### src/bpba_pkg.sv
// ----------------------------------------------------------------------------
// bpba_pkg
// Shared types and constants for the block pool bump allocator.
// ----------------------------------------------------------------------------
package bpba_pkg;

    localparam int BPBA_MAX_BLOCKS = 16;

    // field widths
    localparam int SIZE_W       = 32;
    localparam int ALIGN_W      = 4;
    localparam int STATUS_W     = 2;
    localparam int OUT_IDX_W    = 4;
    localparam int CFG_IDX_W    = 2;
    localparam int IN_TDATA_W   = 32;
    localparam int IN_TUSER_W   = 2;
    localparam int OUT_TDATA_W  = 40;
    localparam int OUT_TUSER_W  = 2;

    localparam logic [ALIGN_W-1:0] ALIGN_LOG2_MAX = 4'd12;

    // register reset values
    localparam logic [SIZE_W-1:0]  DEFAULT_BLOCK_SIZE_RST = 32'd65536;
    localparam logic [ALIGN_W-1:0] ALIGNMENT_LOG2_RST     = 4'd4;

    // configuration register indexes
    localparam logic [CFG_IDX_W-1:0] CFG_DEFAULT_BLOCK_SIZE = 2'd0;
    localparam logic [CFG_IDX_W-1:0] CFG_ALIGNMENT_LOG2     = 2'd1;

    // commands
    localparam logic CMD_ALLOC = 1'b0;
    localparam logic CMD_RESET = 1'b1;

    // result status
    localparam logic [STATUS_W-1:0] STATUS_OK         = 2'd0;
    localparam logic [STATUS_W-1:0] STATUS_ZERO_SIZE  = 2'd1;
    localparam logic [STATUS_W-1:0] STATUS_TABLE_FULL = 2'd2;

    typedef enum logic [1:0] {
        ST_IDLE,
        ST_SCAN,
        ST_CLEAR,
        ST_EMIT
    } state_t;

endpackage

### src/block_pool_bump_allocator.sv
// ----------------------------------------------------------------------------
// block_pool_bump_allocator
// First-fit bump allocator over a pool of blocks kept in two on-chip RAMs.
// ----------------------------------------------------------------------------
// Flow: an allocate scans the blocks in order through the shared size/offset
//   RAM read port and checks each returned entry for a fit, stopping at the first;
//   if none fits it creates a block or reports table full, then emits the result.
//   An offset reset sweeps every block's offset to zero; a zero size goes to emit.
// Throughput: one item at a time, set by the single read port of the block RAMs;
//   a new command is taken only after the last result has left EMIT.
// Reset: synchronous active-low aresetn clears block count, FSM and valids;
//   config registers return to 65536 / 4. RAM contents are not cleared.
module block_pool_bump_allocator
    import bpba_pkg::*;
#(
    parameter int MAX_BLOCKS = BPBA_MAX_BLOCKS
) (
    input  logic                   aclk,
    input  logic                   aresetn,

    // config write channel
    input  logic                   cfg_valid,
    output logic                   cfg_ready,
    input  logic [CFG_IDX_W-1:0]   cfg_index,
    input  logic [SIZE_W-1:0]      cfg_data,

    // command stream
    input  logic                   s_tvalid,
    output logic                   s_tready,
    input  logic [IN_TDATA_W-1:0]  s_tdata,   // [31:0] request_size
    input  logic [IN_TUSER_W-1:0]  s_tuser,   // [0] command, [1] exact_fit

    // result stream
    output logic                   m_tvalid,
    input  logic                   m_tready,
    output logic [OUT_TDATA_W-1:0] m_tdata,   // [3:0] block_index, [35:4] alloc_offset,
                                              // [36] block_created, [39:37] zero
    output logic [OUT_TUSER_W-1:0] m_tuser    // [1:0] status
);

    localparam int IDX_W = (MAX_BLOCKS > 1) ? $clog2(MAX_BLOCKS) : 1;
    localparam int CNT_W = $clog2(MAX_BLOCKS + 1);
    localparam logic [CNT_W-1:0] CNT_MAX = CNT_W'(MAX_BLOCKS);

    // ------------------------------------------------------------------
    // Config registers. Always ready; the user must write them only while idle (not enforced here).
    // ------------------------------------------------------------------
    logic [SIZE_W-1:0]  dflt_size_reg;
    logic [ALIGN_W-1:0] align_reg;

    assign cfg_ready = 1'b1;

    always_ff @(posedge aclk) begin
        if (!aresetn) begin
            dflt_size_reg <= DEFAULT_BLOCK_SIZE_RST;
            align_reg     <= ALIGNMENT_LOG2_RST;
        end else if (cfg_valid && cfg_ready) begin
            unique case (cfg_index)
                CFG_DEFAULT_BLOCK_SIZE: dflt_size_reg <= cfg_data;
                CFG_ALIGNMENT_LOG2:     align_reg     <= cfg_data[ALIGN_W-1:0];
                default: ;
            endcase
        end
    end

    // ------------------------------------------------------------------
    // Block RAMs: sizes and offsets, one write and one read port each.
    // The read port is shared by both and addressed by the scan counter.
    // ------------------------------------------------------------------
    logic [SIZE_W-1:0] sizes_mem [MAX_BLOCKS];
    logic [SIZE_W-1:0] offs_mem  [MAX_BLOCKS];

    logic              rd_en;
    logic [IDX_W-1:0]  rd_addr;
    logic [SIZE_W-1:0] rd_size_reg;
    logic [SIZE_W-1:0] rd_off_reg;

    logic              size_we;
    logic              off_we;
    logic [IDX_W-1:0]  wr_addr;
    logic [SIZE_W-1:0] size_wdata;
    logic [SIZE_W-1:0] off_wdata;

    always_ff @(posedge aclk) begin
        if (size_we) begin
            sizes_mem[wr_addr] <= size_wdata;
        end
        if (off_we) begin
            offs_mem[wr_addr] <= off_wdata;
        end
        if (rd_en) begin
            rd_size_reg <= sizes_mem[rd_addr];
            rd_off_reg  <= offs_mem[rd_addr];
        end
    end

    // ------------------------------------------------------------------
    // Control and held item
    // ------------------------------------------------------------------
    state_t            state_reg, state_next;
    logic [CNT_W-1:0]  count_reg, count_next;
    logic [CNT_W-1:0]  step_reg, step_next;      // scan issue / clear sweep
    logic              pend_valid_reg, pend_valid_next;
    logic [IDX_W-1:0]  pend_idx_reg, pend_idx_next;

    logic              cmd_reg, cmd_next;
    logic [SIZE_W-1:0] req_reg, req_next;
    logic              exact_reg, exact_next;

    // pending result, waits in EMIT for the output register
    logic [STATUS_W-1:0]  res_status_reg, res_status_next;
    logic [OUT_IDX_W-1:0] res_idx_reg, res_idx_next;
    logic [SIZE_W-1:0]    res_off_reg, res_off_next;
    logic                 res_created_reg, res_created_next;

    // output register
    logic                 m_tvalid_reg, m_tvalid_next;
    logic [STATUS_W-1:0]  out_status_reg, out_status_next;
    logic [OUT_IDX_W-1:0] out_idx_reg, out_idx_next;
    logic [SIZE_W-1:0]    out_off_reg, out_off_next;
    logic                 out_created_reg, out_created_next;

    logic s_accept;
    logic out_free;
    logic emit_load;

    assign s_accept  = s_tvalid && s_tready;
    assign out_free  = !m_tvalid_reg || m_tready;
    assign emit_load = (state_reg == ST_EMIT) && out_free;

    // ------------------------------------------------------------------
    // Fit check on the entry that came back from the RAM
    // ------------------------------------------------------------------
    logic [ALIGN_W-1:0]  align_sh;
    logic [SIZE_W:0]     align_mask;
    logic [SIZE_W:0]     aligned_off;   // may pass 32 bits
    logic [SIZE_W+1:0]   end_off;
    logic                fits;
    logic                hit;
    logic                have_more;
    logic                full;
    logic [SIZE_W-1:0]   new_size;
    logic [IDX_W+OUT_IDX_W-1:0] pend_idx_wide;
    logic [IDX_W+OUT_IDX_W-1:0] cnt_idx_wide;

    always_comb begin
        align_sh    = (align_reg > ALIGN_LOG2_MAX) ? ALIGN_LOG2_MAX : align_reg;
        align_mask  = (SIZE_W + 1)'(((SIZE_W + 1)'(1) << align_sh) - (SIZE_W + 1)'(1));
        aligned_off = ({1'b0, rd_off_reg} + align_mask) & ~align_mask;
        end_off     = {1'b0, aligned_off} + {2'b00, req_reg};
        fits        = end_off <= {2'b00, rd_size_reg};
        hit         = pend_valid_reg && fits && (!exact_reg || (rd_size_reg == req_reg));
        have_more   = step_reg < count_reg;
        full        = count_reg == CNT_MAX;
        if (exact_reg) begin
            new_size = req_reg;
        end else begin
            new_size = (dflt_size_reg > req_reg) ? dflt_size_reg : req_reg;
        end
        pend_idx_wide = {{OUT_IDX_W{1'b0}}, pend_idx_reg};
        cnt_idx_wide  = {{OUT_IDX_W{1'b0}}, count_reg[IDX_W-1:0]};
    end

    // ------------------------------------------------------------------
    // Next state
    // ------------------------------------------------------------------
    always_comb begin
        state_next = state_reg;
        unique case (state_reg)
            ST_IDLE: begin
                if (s_accept) begin
                    if (s_tuser[0] == CMD_RESET) begin
                        state_next = ST_CLEAR;
                    end else if (s_tdata[SIZE_W-1:0] == '0) begin
                        state_next = ST_EMIT;
                    end else begin
                        state_next = ST_SCAN;
                    end
                end
            end
            ST_SCAN: begin
                if (hit || !have_more) begin
                    state_next = ST_EMIT;
                end
            end
            ST_CLEAR: begin
                if (!have_more) begin
                    state_next = ST_EMIT;
                end
            end
            ST_EMIT: begin
                if (out_free) begin
                    state_next = ST_IDLE;
                end
            end
            default: state_next = ST_IDLE;
        endcase
    end

    // ------------------------------------------------------------------
    // Outputs and datapath
    // ------------------------------------------------------------------
    always_comb begin
        s_tready         = (state_reg == ST_IDLE);

        count_next       = count_reg;
        step_next        = step_reg;
        pend_valid_next  = pend_valid_reg;
        pend_idx_next    = pend_idx_reg;
        cmd_next         = cmd_reg;
        req_next         = req_reg;
        exact_next       = exact_reg;
        res_status_next  = res_status_reg;
        res_idx_next     = res_idx_reg;
        res_off_next     = res_off_reg;
        res_created_next = res_created_reg;

        rd_en      = 1'b0;
        rd_addr    = step_reg[IDX_W-1:0];
        size_we    = 1'b0;
        off_we     = 1'b0;
        wr_addr    = step_reg[IDX_W-1:0];
        size_wdata = new_size;
        off_wdata  = '0;

        unique case (state_reg)
            ST_IDLE: begin
                if (s_accept) begin
                    cmd_next         = s_tuser[0];
                    exact_next       = s_tuser[1];
                    req_next         = s_tdata[SIZE_W-1:0];
                    step_next        = '0;
                    pend_valid_next  = 1'b0;
                    res_status_next  = STATUS_OK;
                    res_idx_next     = '0;
                    res_off_next     = '0;
                    res_created_next = 1'b0;
                    if (s_tuser[0] == CMD_ALLOC && s_tdata[SIZE_W-1:0] == '0) begin
                        res_status_next = STATUS_ZERO_SIZE;
                    end
                end
            end
            ST_SCAN: begin
                if (hit) begin
                    // first fit: bump this block's offset
                    off_we           = 1'b1;
                    wr_addr          = pend_idx_reg;
                    off_wdata        = end_off[SIZE_W-1:0];
                    res_status_next  = STATUS_OK;
                    res_idx_next     = pend_idx_wide[OUT_IDX_W-1:0];
                    res_off_next     = aligned_off[SIZE_W-1:0];
                    pend_valid_next  = 1'b0;
                end else if (have_more) begin
                    rd_en           = 1'b1;
                    pend_valid_next = 1'b1;
                    pend_idx_next   = step_reg[IDX_W-1:0];
                    step_next       = step_reg + 1'b1;
                end else begin
                    // no block fits
                    pend_valid_next = 1'b0;
                    if (full) begin
                        res_status_next = STATUS_TABLE_FULL;
                    end else begin
                        size_we          = 1'b1;
                        off_we           = 1'b1;
                        wr_addr          = count_reg[IDX_W-1:0];
                        size_wdata       = new_size;
                        off_wdata        = req_reg;
                        count_next       = count_reg + 1'b1;
                        res_status_next  = STATUS_OK;
                        res_idx_next     = cnt_idx_wide[OUT_IDX_W-1:0];
                        res_off_next     = '0;
                        res_created_next = 1'b1;
                    end
                end
            end
            ST_CLEAR: begin
                if (have_more) begin
                    off_we    = 1'b1;
                    wr_addr   = step_reg[IDX_W-1:0];
                    off_wdata = '0;
                    step_next = step_reg + 1'b1;
                end
            end
            ST_EMIT: ;
            default: ;
        endcase

        // output register
        m_tvalid_next    = m_tvalid_reg && !m_tready;
        out_status_next  = out_status_reg;
        out_idx_next     = out_idx_reg;
        out_off_next     = out_off_reg;
        out_created_next = out_created_reg;
        if (emit_load) begin
            m_tvalid_next    = 1'b1;
            out_status_next  = res_status_reg;
            out_idx_next     = res_idx_reg;
            out_off_next     = res_off_reg;
            out_created_next = res_created_reg;
        end
    end

    always_ff @(posedge aclk) begin
        if (!aresetn) begin
            state_reg      <= ST_IDLE;
            count_reg      <= '0;
            step_reg       <= '0;
            pend_valid_reg <= 1'b0;
            m_tvalid_reg   <= 1'b0;
        end else begin
            state_reg      <= state_next;
            count_reg      <= count_next;
            step_reg       <= step_next;
            pend_valid_reg <= pend_valid_next;
            m_tvalid_reg   <= m_tvalid_next;
        end
    end

    always_ff @(posedge aclk) begin
        pend_idx_reg    <= pend_idx_next;
        cmd_reg         <= cmd_next;
        req_reg         <= req_next;
        exact_reg       <= exact_next;
        res_status_reg  <= res_status_next;
        res_idx_reg     <= res_idx_next;
        res_off_reg     <= res_off_next;
        res_created_reg <= res_created_next;
        out_status_reg  <= out_status_next;
        out_idx_reg     <= out_idx_next;
        out_off_reg     <= out_off_next;
        out_created_reg <= out_created_next;
    end

    assign m_tvalid = m_tvalid_reg;
    assign m_tdata  = {3'b000, out_created_reg, out_off_reg, out_idx_reg};
    assign m_tuser  = out_status_reg;

`ifndef SYNTHESIS
    // block count never passes the table depth
    assert property (@(posedge aclk) disable iff (!aresetn)
        count_reg <= CNT_MAX)
        else $error("block count above table depth");

    // the table only grows, one block at a time, and only on allocate
    assert property (@(posedge aclk) disable iff (!aresetn)
        (count_reg != $past(count_reg)) |->
            ((count_reg == CNT_W'($past(count_reg) + 1'b1)) && (cmd_reg == CMD_ALLOC)))
        else $error("block count changed by other than one allocate");

    // table full is only reported with every block in use
    assert property (@(posedge aclk) disable iff (!aresetn)
        (m_tvalid_reg && (out_status_reg == STATUS_TABLE_FULL)) |-> full)
        else $error("table full reported with free entries");

    // a created block always comes with ok status and offset zero
    assert property (@(posedge aclk) disable iff (!aresetn)
        (m_tvalid_reg && out_created_reg) |->
            ((out_status_reg == STATUS_OK) && (out_off_reg == '0)))
        else $error("bad result for created block");

    // no RAM read and write collide in one cycle
    assert property (@(posedge aclk) disable iff (!aresetn)
        rd_en |-> !(off_we || size_we))
        else $error("RAM read and write in same cycle");
`endif

endmodule

### config.mk
export PLATFORM = sky130hd
export DESIGN_NAME = block_pool_bump_allocator
export DESIGN_NICKNAME = d
export VERILOG_FILES = /design/src/bpba_pkg.sv /design/src/block_pool_bump_allocator.sv
export SDC_FILE = /design/constraint.sdc
export NUM_CORES = 1
export LEC_CHECK = 0
export ABC_AREA = 1
export BUFFER_PORTS_ARGS = -buffer_cell sky130_fd_sc_hd__buf_2
export CAP_MARGIN = 20
export CORE_MARGIN = 2
export CORE_UTILIZATION = 55
export DETAILED_ROUTE_END_ITERATION = 8
export PLACE_DENSITY = 0.73
export SYNTH_ARGS = -nofsm -noshare
export SYNTH_HDL_FRONTEND = slang
export SYNTH_SLANG_ARGS = --single-unit
### constraint.sdc
create_clock -name aclk -period 8.7 [get_ports aclk]
set_input_delay 0.87 -clock aclk [delete_from_list [all_inputs] [get_ports aclk]]
set_output_delay 0.87 -clock aclk [all_outputs]
set_load 0.005 [all_outputs]
==> metrics.log <==
[metrics] status: complete, no violations
[metrics] total number of placement rows: about 110
[metrics] I/O pin count: 118
[metrics] total chip power: 17.6 mW
[metrics] final weighted congestion in routability-driven placement: 0.992
[metrics] leading register cell type out of synthesis: edfxtp_1
[metrics] proportion of register bits with asynchronous set or reset after synthesis: 0%
[metrics] instance area after placement: roughly 56000 um^2
[metrics] Max Fclk: ~0.12 GHz
[metrics] Max stage delay on crit path: 500 ps
[metrics] largest fanout on the critical path: 16
[metrics] maxcap violations: 0
[metrics] Setup Slack @ Placement: 457 ps
[metrics] post-route cell area: 60400 um^2
[metrics] number of enable-type register cells in the synthesized netlist: about 1.2k
[metrics] critical path startpoint category: flop
[metrics] initial core utilization: ~56%
[metrics] Final period util: 94.1%
[metrics] via count of the first global-routing pass: ~34k
[metrics] hold-fix buffer count after cts: 0
[metrics] summed negative setup slack over all endpoints: 0 ps
[metrics] nets: between 4k and 5k
[metrics] kind of end point of the critical path: flop
[metrics] H-Tree Depth: 3
[metrics] number of violations reported at the end of detailed-routing iteration 0: 4908
[metrics] biggest registers after layout: offs_mem: 512 flops, sizes_mem: 512 flops
[metrics] Post-Synthesis Mean Instance Area: 11.9 um^2
[metrics] dominant delay contributor by cell family on the critical path: simple AND/OR/NAND/NOR gates
[metrics] Post-Synthesis Cells: 4498
[metrics] number of buffers inserted during clock tree synthesis: around 120
[metrics] maximum ir drop on the vdd rail: 229 uV
[metrics] Post-DRT Antenna Nets: 0
[metrics] die outline area: 100000 um^2
[metrics] endpoints failing setup: 0
[metrics] via/cell ratio: ~6.2
[metrics] post-route minimum period: 8190 ps
[metrics] total routed wirelength: between 150 and 200 mm
[metrics] worst-margin pin slew: ~1100 ps
[metrics] cells resized by post-CTS repair: 0
[metrics] most frequent CP cell: nand2_1
[metrics] Initial DRT Pass Iterations: 8
[metrics] proportion of synthesized chip area in sequential cells: 69.1%
[metrics] post-synth cell types: 53
[metrics] CORE AREA: 96700 um^2
[metrics] Inst Count DP: 5778
[metrics] beginning of the worst register-to-register path: align_reg[3]
[metrics] number of flip-flops and latches in the synthesized netlist: 1253
[metrics] final-report hold violation count: 0
[metrics] number of antenna violations at the first check in global routing: 11
[metrics] DRC violation count after routing: 0
[metrics] Arr. time, crit path: just under 9000 ps
[metrics] post-detail-place hpwl: approximately 94 mm
[metrics] Setup CP Type: reg -> reg
[metrics] clock latency on the worst-skew pair: 730 ps
[metrics] cell with the largest stage delay on the worst path: dfxtp_1
[metrics] count of buffers added by post-CTS timing repair for setup: 0
[metrics] Power Density: between 200 and 300 nW/um^2
[metrics] maximum buffer depth of the clock tree: 3
[metrics] global-route wire length before repair: 221 mm
[metrics] pin count of the biggest net entering global routing: 207
[metrics] total congestion overflow: 0
[metrics] fraction of final layout cells sized beyond drive strength 1: 10.4%
[metrics] Chip Width: approximately 320 um
[metrics] layout-stage area growth over the synthesis result: 12.5%
[metrics] library cell used as clock root buffer: clkbuf_16
[metrics] Max transition margin: roughly 28%
[metrics] final routed wire length divided by cell count: around 25 um
[metrics] leakage power figure: approximately 21 nW
[metrics] Finished Layout Cells: 6004
[metrics] worst min-delay path class: in -> reg
[metrics] TritonCTS clock tree: done
[metrics] clock sinks: 1253
[metrics] Reg clk slew, reported paths: 60 ps
[metrics] synth warn: 0
[metrics] required time worst endpoint: 9160 ps
[metrics] GRT Overall Usage: 29.9%
[metrics] number of buffer cells added on primary ports: between 100 and 150
[metrics] min setup slack post-route: 510 ps
[metrics] Worst Skew: 36.1 ps
[metrics] Die Y-Extent: 316 um
[metrics] Max Slew Vio Count: 0
[metrics] start point of the worst hold path: s_tuser[1]
[metrics] buffering stage count on the worst path with inverters included: 6
[metrics] worst setup path startpoint: align_reg[3]
[metrics] cell area after synthesis: 53700 um^2
[metrics] number of vias in the routed layout: 37.2k
==> worst paths after layout <==
| check | to | slack (ps) | cells after the start |
|---|---|---|---|
| max | offs_mem[6][17] | 510 | 43 |
| min | exact_reg | 320 | 1 |
| max reg2reg | offs_mem[6][17] | 510 | 43 |
| min reg2reg | out_off_reg[17] | 420 | 0 |
==> worst register-to-register path: cells and delay by family, from the launching register on <==
kind                       cells  cell delay, ps
DFF                            1             500
and+or+nand+nor               21            2520
adders and majority gates      3             970
xor gates and xnor gates       2             660
buffers and inverters          6            1210
AOI/OAI and AO/OA             11            2050
==> placed cells by master (no fill, tap or decap), types with 10 or more instances in the layout <==
cell / n
edfxtp_1: 1203
nor2_1: 721
o21ai_0: 611
nand2_1: 411
inv_1: 210
o22ai_1: 160
nand3_1: 151
a21oi_1: 140
ha_1: 140
clkbuf_16: 120
buf_2: 113
o221ai_1: 105
buf_4: 89
dfxtp_1: 47
xor2_1: 39
nand4_1: 35
clkbuf_1: 35
nor3_1: 29
o211ai_1: 27
xnor2_1: 25
buf_12: 25
nor4_1: 24
clkinv_1: 23
nor2_4: 20
conb_1: 19
nor3_2: 18
clkinv_2: 18
o21ai_1: 13
buf_6: 12
a31oi_1: 11
a22oi_1: 10
bufinv_16: 10
==> stage by stage <==
step | utilization [%] | hold WS, ps
after floorplan | - | 400
after global placement | 58.3 | 401
after detailed placement | 58.3 | 405
after CTS | 62.3 | 290
after global routing | 62.5 | 302
final | 62.5 | 324
==> cells in the mapped netlist (3+ instances only) <==
master	number	area share, %
edfxtp_1	1203	67
nor2_1	743	5.2
o21ai_0	619	5.8
nand2_1	412	2.9
clkbuf_1	220	1.5
inv_1	214	1.5
o22ai_1	160	1.9
nand3_1	151	1.4
a21oi_1	147	1.4
ha_1	140	3.3
o221ai_1	105	1.7
dfxtp_1	50	1.9
nor3_1	46	0.43
xor2_1	39	0.64
nand4_1	35	0.41
o211ai_1	27	0.38
xnor2_1	26	0.42
nor4_1	24	0.28
a31oi_1	11	0.13
a22oi_1	10	0.14
o21bai_1	10	0.14
buf_1	8	0.056
buf_4	8	0.11
o21ai_1	8	0.075
buf_2	7	0.065
o2111ai_1	7	0.11
a21o_1	6	0.084
inv_2	6	0.042
clkinv_1	5	0.035
or2_2	5	0.058
a211oi_1	4	0.056
nand2_2	4	0.047
o21a_1	4	0.056
a221oi_1	3	0.049
and2_1	3	0.035
nor2_2	3	0.035
o31ai_1	3	0.042
==> where the power goes <==
group	internal [mW]	leakage, nW	switching [mW]
Combinational	1.33	8.10	3.51
Sequential	7.46	11.4	0.234
Clock	2.84	1.83	2.22
==> layer usage <==
metal	global-route usage [%]	up-vias	part of all wire [%]
li1	-	16700	-
met1	43.6	18000	40
met2	45.2	2163	45
met3	5.51	304	11
met4	11.0	10	3.8
met5	0	-	0.062
==> cell families (layout without fill, tap and decap cells) <==
kind of cell / count (synthesis) / count (layout) / synth area share, %
AOI/OAI and AO/OA: 1132 / 1132 / 12.1
xor gates and xnor gates: 65 / 65 / 1.06
adders and majority gates: 142 / 142 / 3.34
buffers and inverters: 469 / 681 / 3.36
DFF: 1253 / 1253 / 69.1
other: 2 / 20 / 0.0140
and+or+nand+nor: 1435 / 1435 / 11.0
==> cell type report <==
type	count	area, um^2
Inverter	225	866
Clock inverter	62	678
Clock buffer	155	3130
Tap cell	1276	1600
Multi-Input combinational cell	2793	15100
Timing Repair Buffer	239	1870
Fill cell	7258	36300
Antenna cell	1	2.50
Sequential cell	1253	37100
(Power assumes the default switching activity.)
